`src/sv/lfb_pkg.sv`:
```
`timescale 1ns / 1ps
// Shared types, codes and helper functions for the LIN frame build and check block.
// No dependencies; lfb_engine, lfb_result_buf and the top level import it.
package lfb_pkg;

  localparam logic [3:0] MaxPayload = 4'd8;
  localparam logic [7:0] SyncByte   = 8'h55;
  localparam int unsigned MaxResults = 4;

  typedef enum logic {
    OpTx = 1'b0,
    OpRx = 1'b1
  } lfb_op_e;

  typedef enum logic {
    KindTxByte  = 1'b0,
    KindVerdict = 1'b1
  } lfb_kind_e;

  typedef enum logic [1:0] {
    StatusOk        = 2'd0,
    StatusPidBad    = 2'd1,
    StatusChkBad    = 2'd2,
    StatusLengthBad = 2'd3
  } lfb_status_e;

  typedef struct packed {
    logic       op;
    logic [5:0] frame_id;
    logic [7:0] data_byte;
    logic [3:0] payload_length;
    logic       first_byte;
    logic       last_byte;
  } lfb_item_t;

  typedef struct packed {
    logic       kind;
    logic [7:0] out_byte;
    logic [1:0] frame_status;
    logic       end_of_frame;
  } lfb_res_t;

  typedef struct packed {
    logic [2:0]                count;
    lfb_res_t [MaxResults-1:0] res;
  } lfb_batch_t;

  function automatic logic [7:0] lfb_protect_id(input logic [5:0] id);
    logic p0;
    logic p1;
    p0 = id[0] ^ id[1] ^ id[2] ^ id[4];
    p1 = ~(id[1] ^ id[3] ^ id[4] ^ id[5]);
    return {p1, p0, id};
  endfunction

  function automatic logic [7:0] lfb_carry_add(input logic [7:0] sum, input logic [7:0] d);
    logic [8:0] t;
    t = {1'b0, sum} + {1'b0, d};
    return t[8] ? (t[7:0] + 8'd1) : t[7:0];
  endfunction

endpackage

```
`src/sv/lfb_if.sv`:
```
`timescale 1ns / 1ps
// Valid/ready channel interfaces for the input items and result items.
// No dependencies.
interface lfb_in_if;
  logic       valid;
  logic       ready;
  logic       op;
  logic [5:0] frame_id;
  logic [7:0] data_byte;
  logic [3:0] payload_length;
  logic       first_byte;
  logic       last_byte;

  modport source (output valid, output op, output frame_id, output data_byte,
                  output payload_length, output first_byte, output last_byte,
                  input ready);
  modport sink (input valid, input op, input frame_id, input data_byte,
                input payload_length, input first_byte, input last_byte,
                output ready);
endinterface

interface lfb_out_if;
  logic       valid;
  logic       ready;
  logic       kind;
  logic [7:0] out_byte;
  logic [1:0] frame_status;
  logic       end_of_run;
  logic       end_of_frame;

  modport source (output valid, output kind, output out_byte, output frame_status,
                  output end_of_run, output end_of_frame, input ready);
  modport sink (input valid, input kind, input out_byte, input frame_status,
                input end_of_run, input end_of_frame, output ready);
endinterface

```
`src/sv/lfb_engine.sv`:
```
`timescale 1ns / 1ps
// Frame state and per-item logic: builds the batch of results for one item.
// Depends on lfb_pkg.
module lfb_engine (
  input  logic              clk_i,
  input  logic              rst_ni,
  input  lfb_pkg::lfb_item_t item_i,
  input  logic              fire_i,
  output lfb_pkg::lfb_batch_t batch_o
);
  import lfb_pkg::*;

  logic [3:0] tx_count_q, tx_count_d;
  logic [3:0] tx_length_q, tx_length_d;
  logic [7:0] tx_sum_q, tx_sum_d;
  logic       tx_dropping_q, tx_dropping_d;
  logic [3:0] rx_count_q, rx_count_d;
  logic [7:0] rx_sum_q, rx_sum_d;
  logic       rx_pid_bad_q, rx_pid_bad_d;
  logic [7:0] rx_last_byte_q, rx_last_byte_d;

  always_comb begin
    lfb_batch_t  b;
    logic [2:0]  n;
    logic [7:0]  pid;
    logic [7:0]  s;
    logic [3:0]  c;
    logic [3:0]  idx;
    lfb_status_e st;
    b = '0;
    n = 3'd0;
    pid = lfb_protect_id(item_i.frame_id);
    s = 8'd0;
    c = 4'd0;
    idx = 4'd0;
    st = StatusOk;
    tx_count_d = tx_count_q;
    tx_length_d = tx_length_q;
    tx_sum_d = tx_sum_q;
    tx_dropping_d = tx_dropping_q;
    rx_count_d = rx_count_q;
    rx_sum_d = rx_sum_q;
    rx_pid_bad_d = rx_pid_bad_q;
    rx_last_byte_d = rx_last_byte_q;

    if (item_i.op == OpTx) begin
      if (item_i.first_byte) begin
        tx_count_d = 4'd0;
        tx_length_d = 4'd0;
        tx_sum_d = 8'd0;
        tx_dropping_d = 1'b0;
        if (item_i.payload_length > MaxPayload) begin
          tx_dropping_d = 1'b1;
        end else begin
          tx_length_d = item_i.payload_length;
          tx_sum_d = pid;
          b.res[0] = '{kind: KindTxByte, out_byte: SyncByte, frame_status: StatusOk,
                       end_of_frame: 1'b0};
          b.res[1] = '{kind: KindTxByte, out_byte: pid, frame_status: StatusOk,
                       end_of_frame: 1'b0};
          n = 3'd2;
          if (item_i.payload_length == 4'd0) begin
            b.res[2] = '{kind: KindTxByte, out_byte: ~pid, frame_status: StatusOk,
                         end_of_frame: 1'b1};
            n = 3'd3;
          end else begin
            s = lfb_carry_add(pid, item_i.data_byte);
            b.res[2] = '{kind: KindTxByte, out_byte: item_i.data_byte,
                         frame_status: StatusOk, end_of_frame: 1'b0};
            n = 3'd3;
            tx_sum_d = s;
            tx_count_d = 4'd1;
            if (item_i.payload_length == 4'd1) begin
              b.res[3] = '{kind: KindTxByte, out_byte: ~s, frame_status: StatusOk,
                           end_of_frame: 1'b1};
              n = 3'd4;
            end
          end
        end
      end else if (!tx_dropping_q && (tx_count_q < tx_length_q)) begin
        s = lfb_carry_add(tx_sum_q, item_i.data_byte);
        c = tx_count_q + 4'd1;
        b.res[0] = '{kind: KindTxByte, out_byte: item_i.data_byte, frame_status: StatusOk,
                     end_of_frame: 1'b0};
        n = 3'd1;
        tx_sum_d = s;
        tx_count_d = c;
        if (c >= tx_length_q) begin
          b.res[1] = '{kind: KindTxByte, out_byte: ~s, frame_status: StatusOk,
                       end_of_frame: 1'b1};
          n = 3'd2;
        end
      end
    end else begin
      if (item_i.first_byte) begin
        rx_count_d = 4'd0;
        rx_sum_d = 8'd0;
        rx_pid_bad_d = 1'b0;
        rx_last_byte_d = 8'd0;
      end
      idx = rx_count_d;
      if (idx == 4'd1) begin
        rx_sum_d = item_i.data_byte;
        rx_pid_bad_d = (item_i.data_byte != pid);
      end else if (idx >= 4'd3) begin
        rx_sum_d = lfb_carry_add(rx_sum_d, rx_last_byte_d);
      end
      if (!item_i.last_byte) begin
        if (idx >= 4'd2) begin
          rx_last_byte_d = item_i.data_byte;
        end
        if (idx != 4'd15) begin
          rx_count_d = idx + 4'd1;
        end
      end else begin
        if ((item_i.payload_length > MaxPayload) ||
            (({1'b0, idx} + 5'd1) != ({1'b0, item_i.payload_length} + 5'd3))) begin
          st = StatusLengthBad;
        end else if (rx_pid_bad_d) begin
          st = StatusPidBad;
        end else if (~rx_sum_d != item_i.data_byte) begin
          st = StatusChkBad;
        end else begin
          st = StatusOk;
        end
        b.res[0] = '{kind: KindVerdict, out_byte: 8'd0, frame_status: st,
                     end_of_frame: 1'b1};
        n = 3'd1;
        rx_count_d = 4'd0;
        rx_sum_d = 8'd0;
        rx_pid_bad_d = 1'b0;
        rx_last_byte_d = 8'd0;
      end
    end
    b.count = n;
    batch_o = b;
  end

  always_ff @(posedge clk_i or negedge rst_ni) begin
    if (!rst_ni) begin
      tx_count_q <= '0;
      tx_length_q <= '0;
      tx_sum_q <= '0;
      tx_dropping_q <= 1'b0;
      rx_count_q <= '0;
      rx_sum_q <= '0;
      rx_pid_bad_q <= 1'b0;
      rx_last_byte_q <= '0;
    end else if (fire_i) begin
      tx_count_q <= tx_count_d;
      tx_length_q <= tx_length_d;
      tx_sum_q <= tx_sum_d;
      tx_dropping_q <= tx_dropping_d;
      rx_count_q <= rx_count_d;
      rx_sum_q <= rx_sum_d;
      rx_pid_bad_q <= rx_pid_bad_d;
      rx_last_byte_q <= rx_last_byte_d;
    end
  end

endmodule

```
`src/sv/lfb_result_buf.sv`:
```
`timescale 1ns / 1ps
// Result register: holds one batch of results and hands them out one per cycle while the output is ready.
// Depends on lfb_pkg and lfb_out_if.
module lfb_result_buf (
  input  logic                clk_i,
  input  logic                rst_ni,
  input  lfb_pkg::lfb_batch_t batch_i,
  input  logic                load_i,
  output logic                load_ok_o,
  lfb_out_if.source           out_o
);
  import lfb_pkg::*;

  lfb_res_t [MaxResults-1:0] res_q;
  logic [2:0]                left_q;
  logic                      pop;

  assign pop = out_o.valid && out_o.ready;
  assign load_ok_o = (left_q == 3'd0) || ((left_q == 3'd1) && out_o.ready);

  always_ff @(posedge clk_i or negedge rst_ni) begin
    if (!rst_ni) begin
      left_q <= 3'd0;
    end else if (load_i) begin
      left_q <= batch_i.count;
    end else if (pop) begin
      left_q <= left_q - 3'd1;
    end
  end

  always_ff @(posedge clk_i) begin
    if (load_i) begin
      res_q <= batch_i.res;
    end else if (pop) begin
      res_q <= {lfb_res_t'('0), res_q[MaxResults-1:1]};
    end
  end

  assign out_o.valid        = (left_q != 3'd0);
  assign out_o.kind         = res_q[0].kind;
  assign out_o.out_byte     = res_q[0].out_byte;
  assign out_o.frame_status = res_q[0].frame_status;
  assign out_o.end_of_frame = res_q[0].end_of_frame;
  assign out_o.end_of_run   = (left_q == 3'd1);

endmodule

```
`src/sv/lin_frame_build_and_check.sv`:
```
`timescale 1ns / 1ps
// Top level of the LIN frame build and check block: input register, engine, result buffer.
// Depends on lfb_pkg, lfb_if, lfb_engine and lfb_result_buf.

// LIN frame engine with enhanced checksum. Transmit items (op 0) emit sync, protected id,
// data and inverted checksum bytes; receive items (op 1) give one verdict on the item
// marked last. Frames with payload_length above 8 are dropped (transmit) or reported as
// wrong length (receive). Each item passes through an input register and is worked out
// combinationally into a result buffer that drives the output one result per cycle while
// the output is ready. An item causes n (0 to 4) results, and the next item is loaded as
// the last of them leaves, so the single output port draining the buffer sets the pace.
// An item reaches the result buffer through the input register; results leave the buffer.
module lin_frame_build_and_check (
  input  logic clk_i,
  input  logic rst_ni,
  lfb_in_if.sink    in_i,
  lfb_out_if.source out_o
);
  import lfb_pkg::*;

  lfb_item_t  item_q;
  logic       item_vld_q;
  logic       load_ok;
  logic       take;
  lfb_batch_t batch;

  assign take = item_vld_q && load_ok;
  assign in_i.ready = !item_vld_q || take;

  always_ff @(posedge clk_i or negedge rst_ni) begin
    if (!rst_ni) begin
      item_vld_q <= 1'b0;
    end else if (in_i.ready) begin
      item_vld_q <= in_i.valid;
    end
  end

  always_ff @(posedge clk_i) begin
    if (in_i.ready && in_i.valid) begin
      item_q <= '{op: in_i.op, frame_id: in_i.frame_id, data_byte: in_i.data_byte,
                  payload_length: in_i.payload_length, first_byte: in_i.first_byte,
                  last_byte: in_i.last_byte};
    end
  end

  lfb_engine u_engine (
    .clk_i   (clk_i),
    .rst_ni  (rst_ni),
    .item_i  (item_q),
    .fire_i  (take),
    .batch_o (batch)
  );

  lfb_result_buf u_result_buf (
    .clk_i     (clk_i),
    .rst_ni    (rst_ni),
    .batch_i   (batch),
    .load_i    (take),
    .load_ok_o (load_ok),
    .out_o     (out_o)
  );

endmodule
```
`src/flat_wrapper.sv`:
```
// flat-port wrapper written by rule: the top's interface ports become plain ports
module lin_frame_build_and_check_flat import lfb_pkg::*;
  (clk_i, rst_ni, in_i_valid, in_i_op, in_i_frame_id, in_i_data_byte, in_i_payload_length, in_i_first_byte, in_i_last_byte, in_i_ready, out_o_valid, out_o_kind, out_o_out_byte, out_o_frame_status, out_o_end_of_run, out_o_end_of_frame, out_o_ready);
  lfb_in_if in_i_i ();
  lfb_out_if out_o_i ();
  input  logic clk_i;
  input  logic rst_ni;
  input wire logic [$bits(in_i_i.valid)-1:0] in_i_valid;
  input wire logic [$bits(in_i_i.op)-1:0] in_i_op;
  input wire logic [$bits(in_i_i.frame_id)-1:0] in_i_frame_id;
  input wire logic [$bits(in_i_i.data_byte)-1:0] in_i_data_byte;
  input wire logic [$bits(in_i_i.payload_length)-1:0] in_i_payload_length;
  input wire logic [$bits(in_i_i.first_byte)-1:0] in_i_first_byte;
  input wire logic [$bits(in_i_i.last_byte)-1:0] in_i_last_byte;
  output wire logic [$bits(in_i_i.ready)-1:0] in_i_ready;
  output wire logic [$bits(out_o_i.valid)-1:0] out_o_valid;
  output wire logic [$bits(out_o_i.kind)-1:0] out_o_kind;
  output wire logic [$bits(out_o_i.out_byte)-1:0] out_o_out_byte;
  output wire logic [$bits(out_o_i.frame_status)-1:0] out_o_frame_status;
  output wire logic [$bits(out_o_i.end_of_run)-1:0] out_o_end_of_run;
  output wire logic [$bits(out_o_i.end_of_frame)-1:0] out_o_end_of_frame;
  input wire logic [$bits(out_o_i.ready)-1:0] out_o_ready;
  assign in_i_i.valid = in_i_valid;
  assign in_i_i.op = in_i_op;
  assign in_i_i.frame_id = in_i_frame_id;
  assign in_i_i.data_byte = in_i_data_byte;
  assign in_i_i.payload_length = in_i_payload_length;
  assign in_i_i.first_byte = in_i_first_byte;
  assign in_i_i.last_byte = in_i_last_byte;
  assign in_i_ready = in_i_i.ready;
  assign out_o_valid = out_o_i.valid;
  assign out_o_kind = out_o_i.kind;
  assign out_o_out_byte = out_o_i.out_byte;
  assign out_o_frame_status = out_o_i.frame_status;
  assign out_o_end_of_run = out_o_i.end_of_run;
  assign out_o_end_of_frame = out_o_i.end_of_frame;
  assign out_o_i.ready = out_o_ready;
  lin_frame_build_and_check u_core (.clk_i(clk_i), .rst_ni(rst_ni), .in_i(in_i_i), .out_o(out_o_i));
endmodule
```
`config.mk`:
```
export PLATFORM = sky130hd
export DESIGN_NAME = lin_frame_build_and_check_flat
export DESIGN_NICKNAME = d
export VERILOG_FILES = /design/src/sv/lfb_pkg.sv /design/src/sv/lfb_if.sv /design/src/sv/lfb_engine.sv /design/src/sv/lfb_result_buf.sv /design/src/sv/lin_frame_build_and_check.sv /design/src/flat_wrapper.sv
export SDC_FILE = /design/constraint.sdc
export NUM_CORES = 1
export LEC_CHECK = 0
export BUFFER_PORTS_ARGS = -buffer_cell sky130_fd_sc_hd__buf_2
export CAP_MARGIN = 20
export CORE_MARGIN = 2
export CORE_UTILIZATION = 50
export CTS_BUF_LIST = sky130_fd_sc_hd__clkbuf_16
export DETAILED_ROUTE_END_ITERATION = 6
export PLACE_DENSITY = 0.67
export SYNTH_ARGS = -nofsm -noshare
export SYNTH_HDL_FRONTEND = slang
export SYNTH_SLANG_ARGS = --single-unit
```
`constraint.sdc`:
```
create_clock -name clk_i -period 5 [get_ports clk_i]
set_input_delay 0.25 -clock clk_i [delete_from_list [all_inputs] [get_ports clk_i]]
set_output_delay 0.25 -clock clk_i [all_outputs]
set_load 0.01 [all_outputs]
```
## After elaboration in Yosys (flattened, before gate mapping)

Cells that the tools add are included.

| cells by class | value |
|---|---|
| $add $sub $neg | 11 |
| multipliers | 0 |
| div/mod/pow operators | 0 |
| order comparisons | 5 |
| equality and inequality tests | 7 |
| shift-type cells | 0 |
| mux-type cells | 57 |
| bitwise operators | 12 |
| reductions and logical operators | 18 |

Operators with widths:

| kind | count |
|---|---|
| two-way mux 48 bit | 3 |
| two-way mux 8 bit | 17 |
| two-way mux 24 bit | 2 |
| two-way mux 12 bit | 3 |
| two-way mux 36 bit | 1 |
| two-way mux 11 bit | 3 |
| inverter 8 bit | 4 |
| two-way mux 4 bit | 7 |
| adder 8 x 8 -> 9 bit | 3 |
| adder 8 x 1 -> 8 bit (second input constant) | 3 |
| two-way mux 23 bit | 1 |
| two-way mux 3 bit | 7 |
| inequality test 8 bit | 2 |
| two-way mux 2 bit | 5 |
| adder 4 x 1 -> 4 bit (second input constant) | 2 |
| == test 4 x 1 -> 1 bit (second input constant) | 2 |
| greater-or-equal comparator 4 x 2 -> 1 bit (second input constant) | 2 |
| two-way mux 1 bit | 8 |
| AND reduction 3 bit | 2 |
| bitwise XOR 1 bit | 6 |
| adder 4 x 1 -> 5 bit (second input constant) | 1 |
| adder 4 x 2 -> 5 bit (second input constant) | 1 |
| logical AND 1 bit | 5 |
| inequality test 5 bit | 1 |
| other kinds (14) | 19 |

| storage, ports and cells | value |
|---|---|
| register bits | 111 |
| bits in latches | 0 |
| memory bits (writable) | 0 |
| bits in read-only memories | 0 |
| bits of input ports | 25 |
| output and inout bits | 15 |
| logic and storage cells | 142 |
| memories | 0 |

## Logic depth before layout (Yosys ltp)

| logic depth | value |
|---|---|
| depth after elaboration | 16 |
| depth in mapped cells | 17 |
| mapped depth without buffers | 12 |

## Hierarchy

Synthesis repeated with hierarchy kept, for this count alone.

| unflattened totals | value |
|---|---|
| cell total of the unflattened synthesis | 774 |
| area, all modules | 7592.3 µm² |

By module, submodules not included:

| module | times used | cells an instance | area an instance (µm²) | sequential area each (µm²) |
|---|---|---|---|---|
| lfb_engine | 1 | 610 | 4591.9 | 950.9 |
| lfb_result_buf | 1 | 138 | 2309.7 | 1516.5 |
| lin_frame_build_and_check | 1 | 26 | 690.7 | 655.6 |

## Worst setup path before layout

OpenSTA, ideal clock, no wires.

| timing path | value |
|---|---|
| path kind | register to register |
| start point | register u_core.item_q[1] (netlist bit) |
| end point | register u_core.u_result_buf.res_q, in the netlist u_core.u_result_buf.out_o.frame_status[1] (data pin) |
| library setup time | 0.265 ns |
| arrival time | 4.206 ns |
| required time | 4.735 ns |
| slack | 0.529 ns |
| cell stages (with the launch flop) | 17 |
| buffers on the path | 5 |
| clock period less this slack | 4.471 ns |
| path through | edfxtp_1 clkbuf_1 clkbuf_1 buf_1 clkbuf_1 buf_1 nor2b_1 ha_1 fa_1 xor2_1 o2111ai_1 a21oi_1 xor2_1 a211oi_1 o2111ai_1 a2111oi_2 a21oi_1 |

| between the ends | value |
|---|---|
| cells in the longest elaborated chain, start to end | 16 |
| elaborated cells on any way between the ends | 29 |
| classes of those cells | add/sub (3); order compare (1); eq/ne (3); mux (20); bitwise (1); reduce/logical (1) |

Ends and longest elaborated chain:

| what | line | text |
|---|---|---|
| start: declaration | lin_frame_build_and_check.sv:21 | `lfb_item_t item_q;` |
| start signal: assignment | lin_frame_build_and_check.sv:40 | `item_q <= '{op: in_i.op, frame_id: in_i.frame_id, data_byte: in_i.data_byte,` |
| two-way mux 8 bit | lfb_engine.sv:95 | `if (item_i.first_byte) begin` |
| two-way mux 8 bit | lfb_engine.sv:46 | `if (item_i.op == OpTx) begin` |
| adder 8 x 8 -> 9 bit | lfb_pkg.sv:58 | `t = {1'b0, sum} + {1'b0, d};` |
| adder 8 x 1 -> 8 bit | lfb_pkg.sv:59 | `return t[8] ? (t[7:0] + 8'd1) : t[7:0];` |
| two-way mux 8 bit | lfb_pkg.sv:59 |  |
| two-way mux 8 bit | lfb_engine.sv:105 | `end else if (idx >= 4'd3) begin` |
| two-way mux 8 bit | lfb_engine.sv:102 | `if (idx == 4'd1) begin` |
| two-way mux 8 bit | lfb_engine.sv:46 |  |
| inverter 8 bit | lfb_engine.sv:121 | `end else if (~rx_sum_d != item_i.data_byte) begin` |
| inequality test 8 bit | lfb_engine.sv:121 |  |
| two-way mux 2 bit | lfb_engine.sv:121 |  |
| two-way mux 2 bit | lfb_engine.sv:119 | `end else if (rx_pid_bad_d) begin` |
| two-way mux 2 bit | lfb_engine.sv:116 | `if ((item_i.payload_length > MaxPayload) \|\|` |
| two-way mux 12 bit | lfb_engine.sv:108 | `if (!item_i.last_byte) begin` |
| two-way mux 12 bit * | lfb_engine.sv:46 |  |
| two-way mux 48 bit * | lfb_result_buf.sv:32 | `if (load_i) begin` |
| end signal: assignment | lfb_result_buf.sv:33 | `res_q <= batch_i.res;` |
| end signal: assignment | lfb_result_buf.sv:35 | `res_q <= {lfb_res_t'('0), res_q[MaxResults-1:1]};` |
| end: declaration | lfb_result_buf.sv:14 | `lfb_res_t [MaxResults-1:0] res_q;` |

Every way passes the cells marked *; elsewhere a longest branch is shown, timed or not. The select of a mux whose other input is x is not followed.
A chain may end at the register's enable or synchronous reset.

## Worst setup path after layout

Same ends and word-level chain as after synthesis.

==> results summary <==
The number of I/O pins is 40. The number of setup violations in the final report is 0. By area the synthesized netlist is led by sky130_fd_sc_hd__edfxtp_1, sky130_fd_sc_hd__dfrtp_1, sky130_fd_sc_hd__ha_1.

The worst slew margin relative to its limit is 41.9%. The first-iteration detailed-routing DRC count came out at ~590. The share of flip-flops with an asynchronous set or reset after synthesis came out at 41.2%.

The power after layout is 4790 µW. The tightest min-delay check is of the input pin to flop type. The type of element capturing the critical path is a flop.

The startpoint-to-endpoint class of the critical path is flop to flop. The worst supply voltage drop on vdd came out at 0.397 mV. The first-pass GRT wire length is between 20000 and 30000 µm. The dominant synthesized flop cell is sky130_fd_sc_hd__edfxtp_1.

Entering global routing, the biggest net connects 43 pins. The placer's final routability congestion estimate is 0.904. By instance count, the leading cell after synthesis is sky130_fd_sc_hd__nand2_1. The worst setup path is launched from a flop. The mean instance size in the synthesized netlist came out at 9.23 µm². In this run the power density over the cells is 628 nW/µm². Summing all placed instances gives a cell area of 7350 µm². The core outline area came out at 13800 µm².

The count of antenna diodes in the layout came out at 0. When the netlist entered floorplanning its net count stood at roughly 830. From left edge to right edge, the die measures ~120 µm. Gates resized during post-CTS repair numbered 0. The flop and latch count out of synthesis is just over 100. The synthesis-to-finish area growth came out at 8.92%. Sorting the synthesized cells by how often they occur yields sky130_fd_sc_hd__nand2_1, sky130_fd_sc_hd__nor2_1, sky130_fd_sc_hd__o21ai_0.

The required time at the worst-slack endpoint is 5100 ps. The post-detailed-route wirelength per cell is approximately 19 µm. The number of CTS-inserted buffers came out at 9. The effective utilization at floorplan came out at 50.9%. The flow ran to the end, and the final reports show no timing, DRC or antenna violations. The portion of synthesized cell area occupied by the leading cell type is 25.7%. The most area-hungry cell type in the Yosys netlist is sky130_fd_sc_hd__edfxtp_1. The largest buffer count on any clock path came out at 2. The quantity of I/O buffers inserted on ports is 39. The via-per-instance ratio came out at 6.01. The fraction of the cycle the final worst path needs is 81.5%. The area of the die came out at around 15000 µm². The final critical-path required period came out at just over 4000 ps.

Setup repair after global routing left no endpoint under its margin. The number of buffers inserted by post-CTS setup repair came out at 0. The clock transition time at the flip-flop clock pins of the worst setup and hold paths came out at 70 ps. The hold violation count in the final report was 0. The static leakage came out at 0.00320 µW. Final hold analysis gives a worst-case slack of 72.7 ps.

The maximum frequency from static timing analysis is 245 MHz. The count of vias placed by the detailed router is between 5000 and 6000. The post-cts hold buffer count came out at 0. The post-synthesis cell type count came out at 67. The design area is 7640 µm². The detailed-router iteration count before antenna repair came out at 5.

The Yosys step of the flow raised 0 warnings. The number of global-route vias before repair was 5649. The final layout contains routed wiring with a total length of 18100 µm. The vertical die dimension came out at about 120 µm.

The total congestion overflow is 0. The ratio of cells with drive above 1 in the final layout came out at 9.97%. TritonCTS built the clock tree.

The number of flops mapped to enable cells by yosys is 60. The HPWL after detailed placement is 13300 µm. The initial antenna violation count is 0.

The share of the core filled with cells came out at 55.5%. The top fanout value on the critical path came out at 18. The register area share after synthesis is 40.7%.

For the final routed database, the setup TNS stands at 0 ps. The final number of max-transition violations came out at 0. The remaining routing DRC violations came out at 0. Synthesis produced a netlist whose cell count is between 700 and 800. Across every metal layer, demand over resource in global routing totals 25.5%. The H-tree was split into 3 levels. The number of nets in the layout is 860. Across the routed clock network, the largest skew measured is 9.11 ps.

The number of max-cap violations is 0. Counting every sink on the clock net gives around 100. For the worst-skew pair, the clock arrives at the later sink with an insertion delay of 350 ps. The mapped netlist covers 7010 µm². The floorplan has 43 rows.

The buffer type at the clock tree root is sky130_fd_sc_hd__clkbuf_16. The transition time at the pin with the least slew margin is 870 ps. The data arrival time of the critical path came out at 4180 ps. The count of nets left with antenna violations after detail routing came out at 0.
-- worst paths after layout --
| kind | cells past startpoint | slack (ps) | to | startpoint |
|---|---|---|---|---|
| setup / recovery | 11 | 920 | u_core.u_result_buf.out_o.frame_status[1] | u_core.item_q[1] |
| hold / removal | 1 | 70 | u_core.item_q[8] | in_i_data_byte[2] |
| setup reg to reg | 11 | 920 | u_core.u_result_buf.out_o.frame_status[1] | u_core.item_q[1] |
| hold reg to reg | 1 | 470 | u_core.u_engine.rx_sum_q[7] | u_core.u_engine.rx_sum_q[7] |
| max in group asynchronous | 3 | 4240 | u_core.u_engine.rx_last_byte_q[1] | rst_ni |
| min in group asynchronous | 2 | 280 | u_core.u_engine.tx_sum_q[4] | rst_ni |
-- cells by family (layout without fill, tap and decap cells) --
logic type,count (synthesis),after routing,synth area share [%]
AO/OA/AOI/OAI,223,223,21.3
XOR/XNOR,46,46,5.74
adder cells (fa/ha/maj),48,48,8.88
buffers and inverters,68,100,4.17
flip-flops,102,102,40.7
multiplexers,14,14,2.14
AND/OR/NAND/NOR,259,259,17.1
-- cell type report --
| cell class | count | area [µm²] |
|---|---|---|
| clock buffers | 9 | 225 |
| clock inverters | 7 | 36.3 |
| fillers | 1259 | 6130 |
| inverters | 31 | 116 |
| multi-input cells | 590 | 3870 |
| flip-flops and latches | 102 | 2850 |
| well taps | 180 | 225 |
| repair buffers | 53 | 315 |
-- power by group --
part | internal (µW) | total [µW] | switching (µW)
Sequential | 1300 | 1560 | 263
Combinational | 1020 | 2600 | 1580
Clock | 332 | 635 | 304
Total | 2640 | 4790 | 2150
-- layer usage --
layer  share of wire, %  wire length (µm)  track usage, %
met5                  0                 0               0
met2                 43              7690            36.2
met1                 47              8500            38.2
met4                1.6               287            8.69
met3                8.8              1590            5.62
-- cells in the final DEF, fill, tap and decap left out, types with 9 or more instances in the layout --
cell type,netlist,final
sky130_fd_sc_hd__nand2_1,87,87
sky130_fd_sc_hd__nor2_1,78,78
sky130_fd_sc_hd__o21ai_0,70,69
sky130_fd_sc_hd__edfxtp_1,60,60
sky130_fd_sc_hd__ha_1,45,45
sky130_fd_sc_hd__a21oi_1,44,44
sky130_fd_sc_hd__dfrtp_1,42,42
sky130_fd_sc_hd__buf_2,0,39
sky130_fd_sc_hd__inv_1,31,34
sky130_fd_sc_hd__xnor2_1,28,28
sky130_fd_sc_hd__nor2b_1,18,18
sky130_fd_sc_hd__xor2_1,18,18
sky130_fd_sc_hd__nor3_1,14,14
sky130_fd_sc_hd__nand3_1,14,14
sky130_fd_sc_hd__buf_4,10,12
sky130_fd_sc_hd__o21a_1,11,11
sky130_fd_sc_hd__nand2b_1,9,9
sky130_fd_sc_hd__a211oi_1,9,9
sky130_fd_sc_hd__nor4_1,9,9
sky130_fd_sc_hd__a22o_1,9,9
sky130_fd_sc_hd__mux2i_1,9,9
sky130_fd_sc_hd__clkbuf_16,0,9
-- state kept, by name (all words and copies together) (netlist names), 2 cells and up --
name and flops:
u_core.u_engine.rx_sum_q 8, u_core.u_result_buf.res_q 27, u_core.u_result_buf.out_o.frame_status 2, u_core.u_engine.tx_count_q 4, u_core.u_engine.rx_last_byte_q 8, u_core.u_result_buf.out_o.out_byte 8, u_core.u_engine.tx_length_q 4, u_core.u_result_buf.left_q 3
u_core.u_engine.tx_sum_q 8, u_core.u_engine.rx_count_q 4, u_core.item_q 21
-- critical path, cell delays in order (launching register included) --
cell and delay, ps:
sky130_fd_sc_hd__edfxtp_1 710, sky130_fd_sc_hd__nor2b_1 150, sky130_fd_sc_hd__ha_1 260, sky130_fd_sc_hd__fa_1 470, sky130_fd_sc_hd__xor2_1 560, sky130_fd_sc_hd__o2111ai_1 210, sky130_fd_sc_hd__a21oi_1 350, sky130_fd_sc_hd__xor2_1 170
sky130_fd_sc_hd__a211oi_1 300, sky130_fd_sc_hd__o2111ai_1 210, sky130_fd_sc_hd__a2111oi_2 330, sky130_fd_sc_hd__a21oi_1 110
-- per-stage QoR --
step	worst slack [ps]	instances
global placement	1220	954
CTS	972	970
finish	924	972
global route	667	972
detailed placement	989	954
floorplan	529	760
Power figures use the tool's default switching activity.
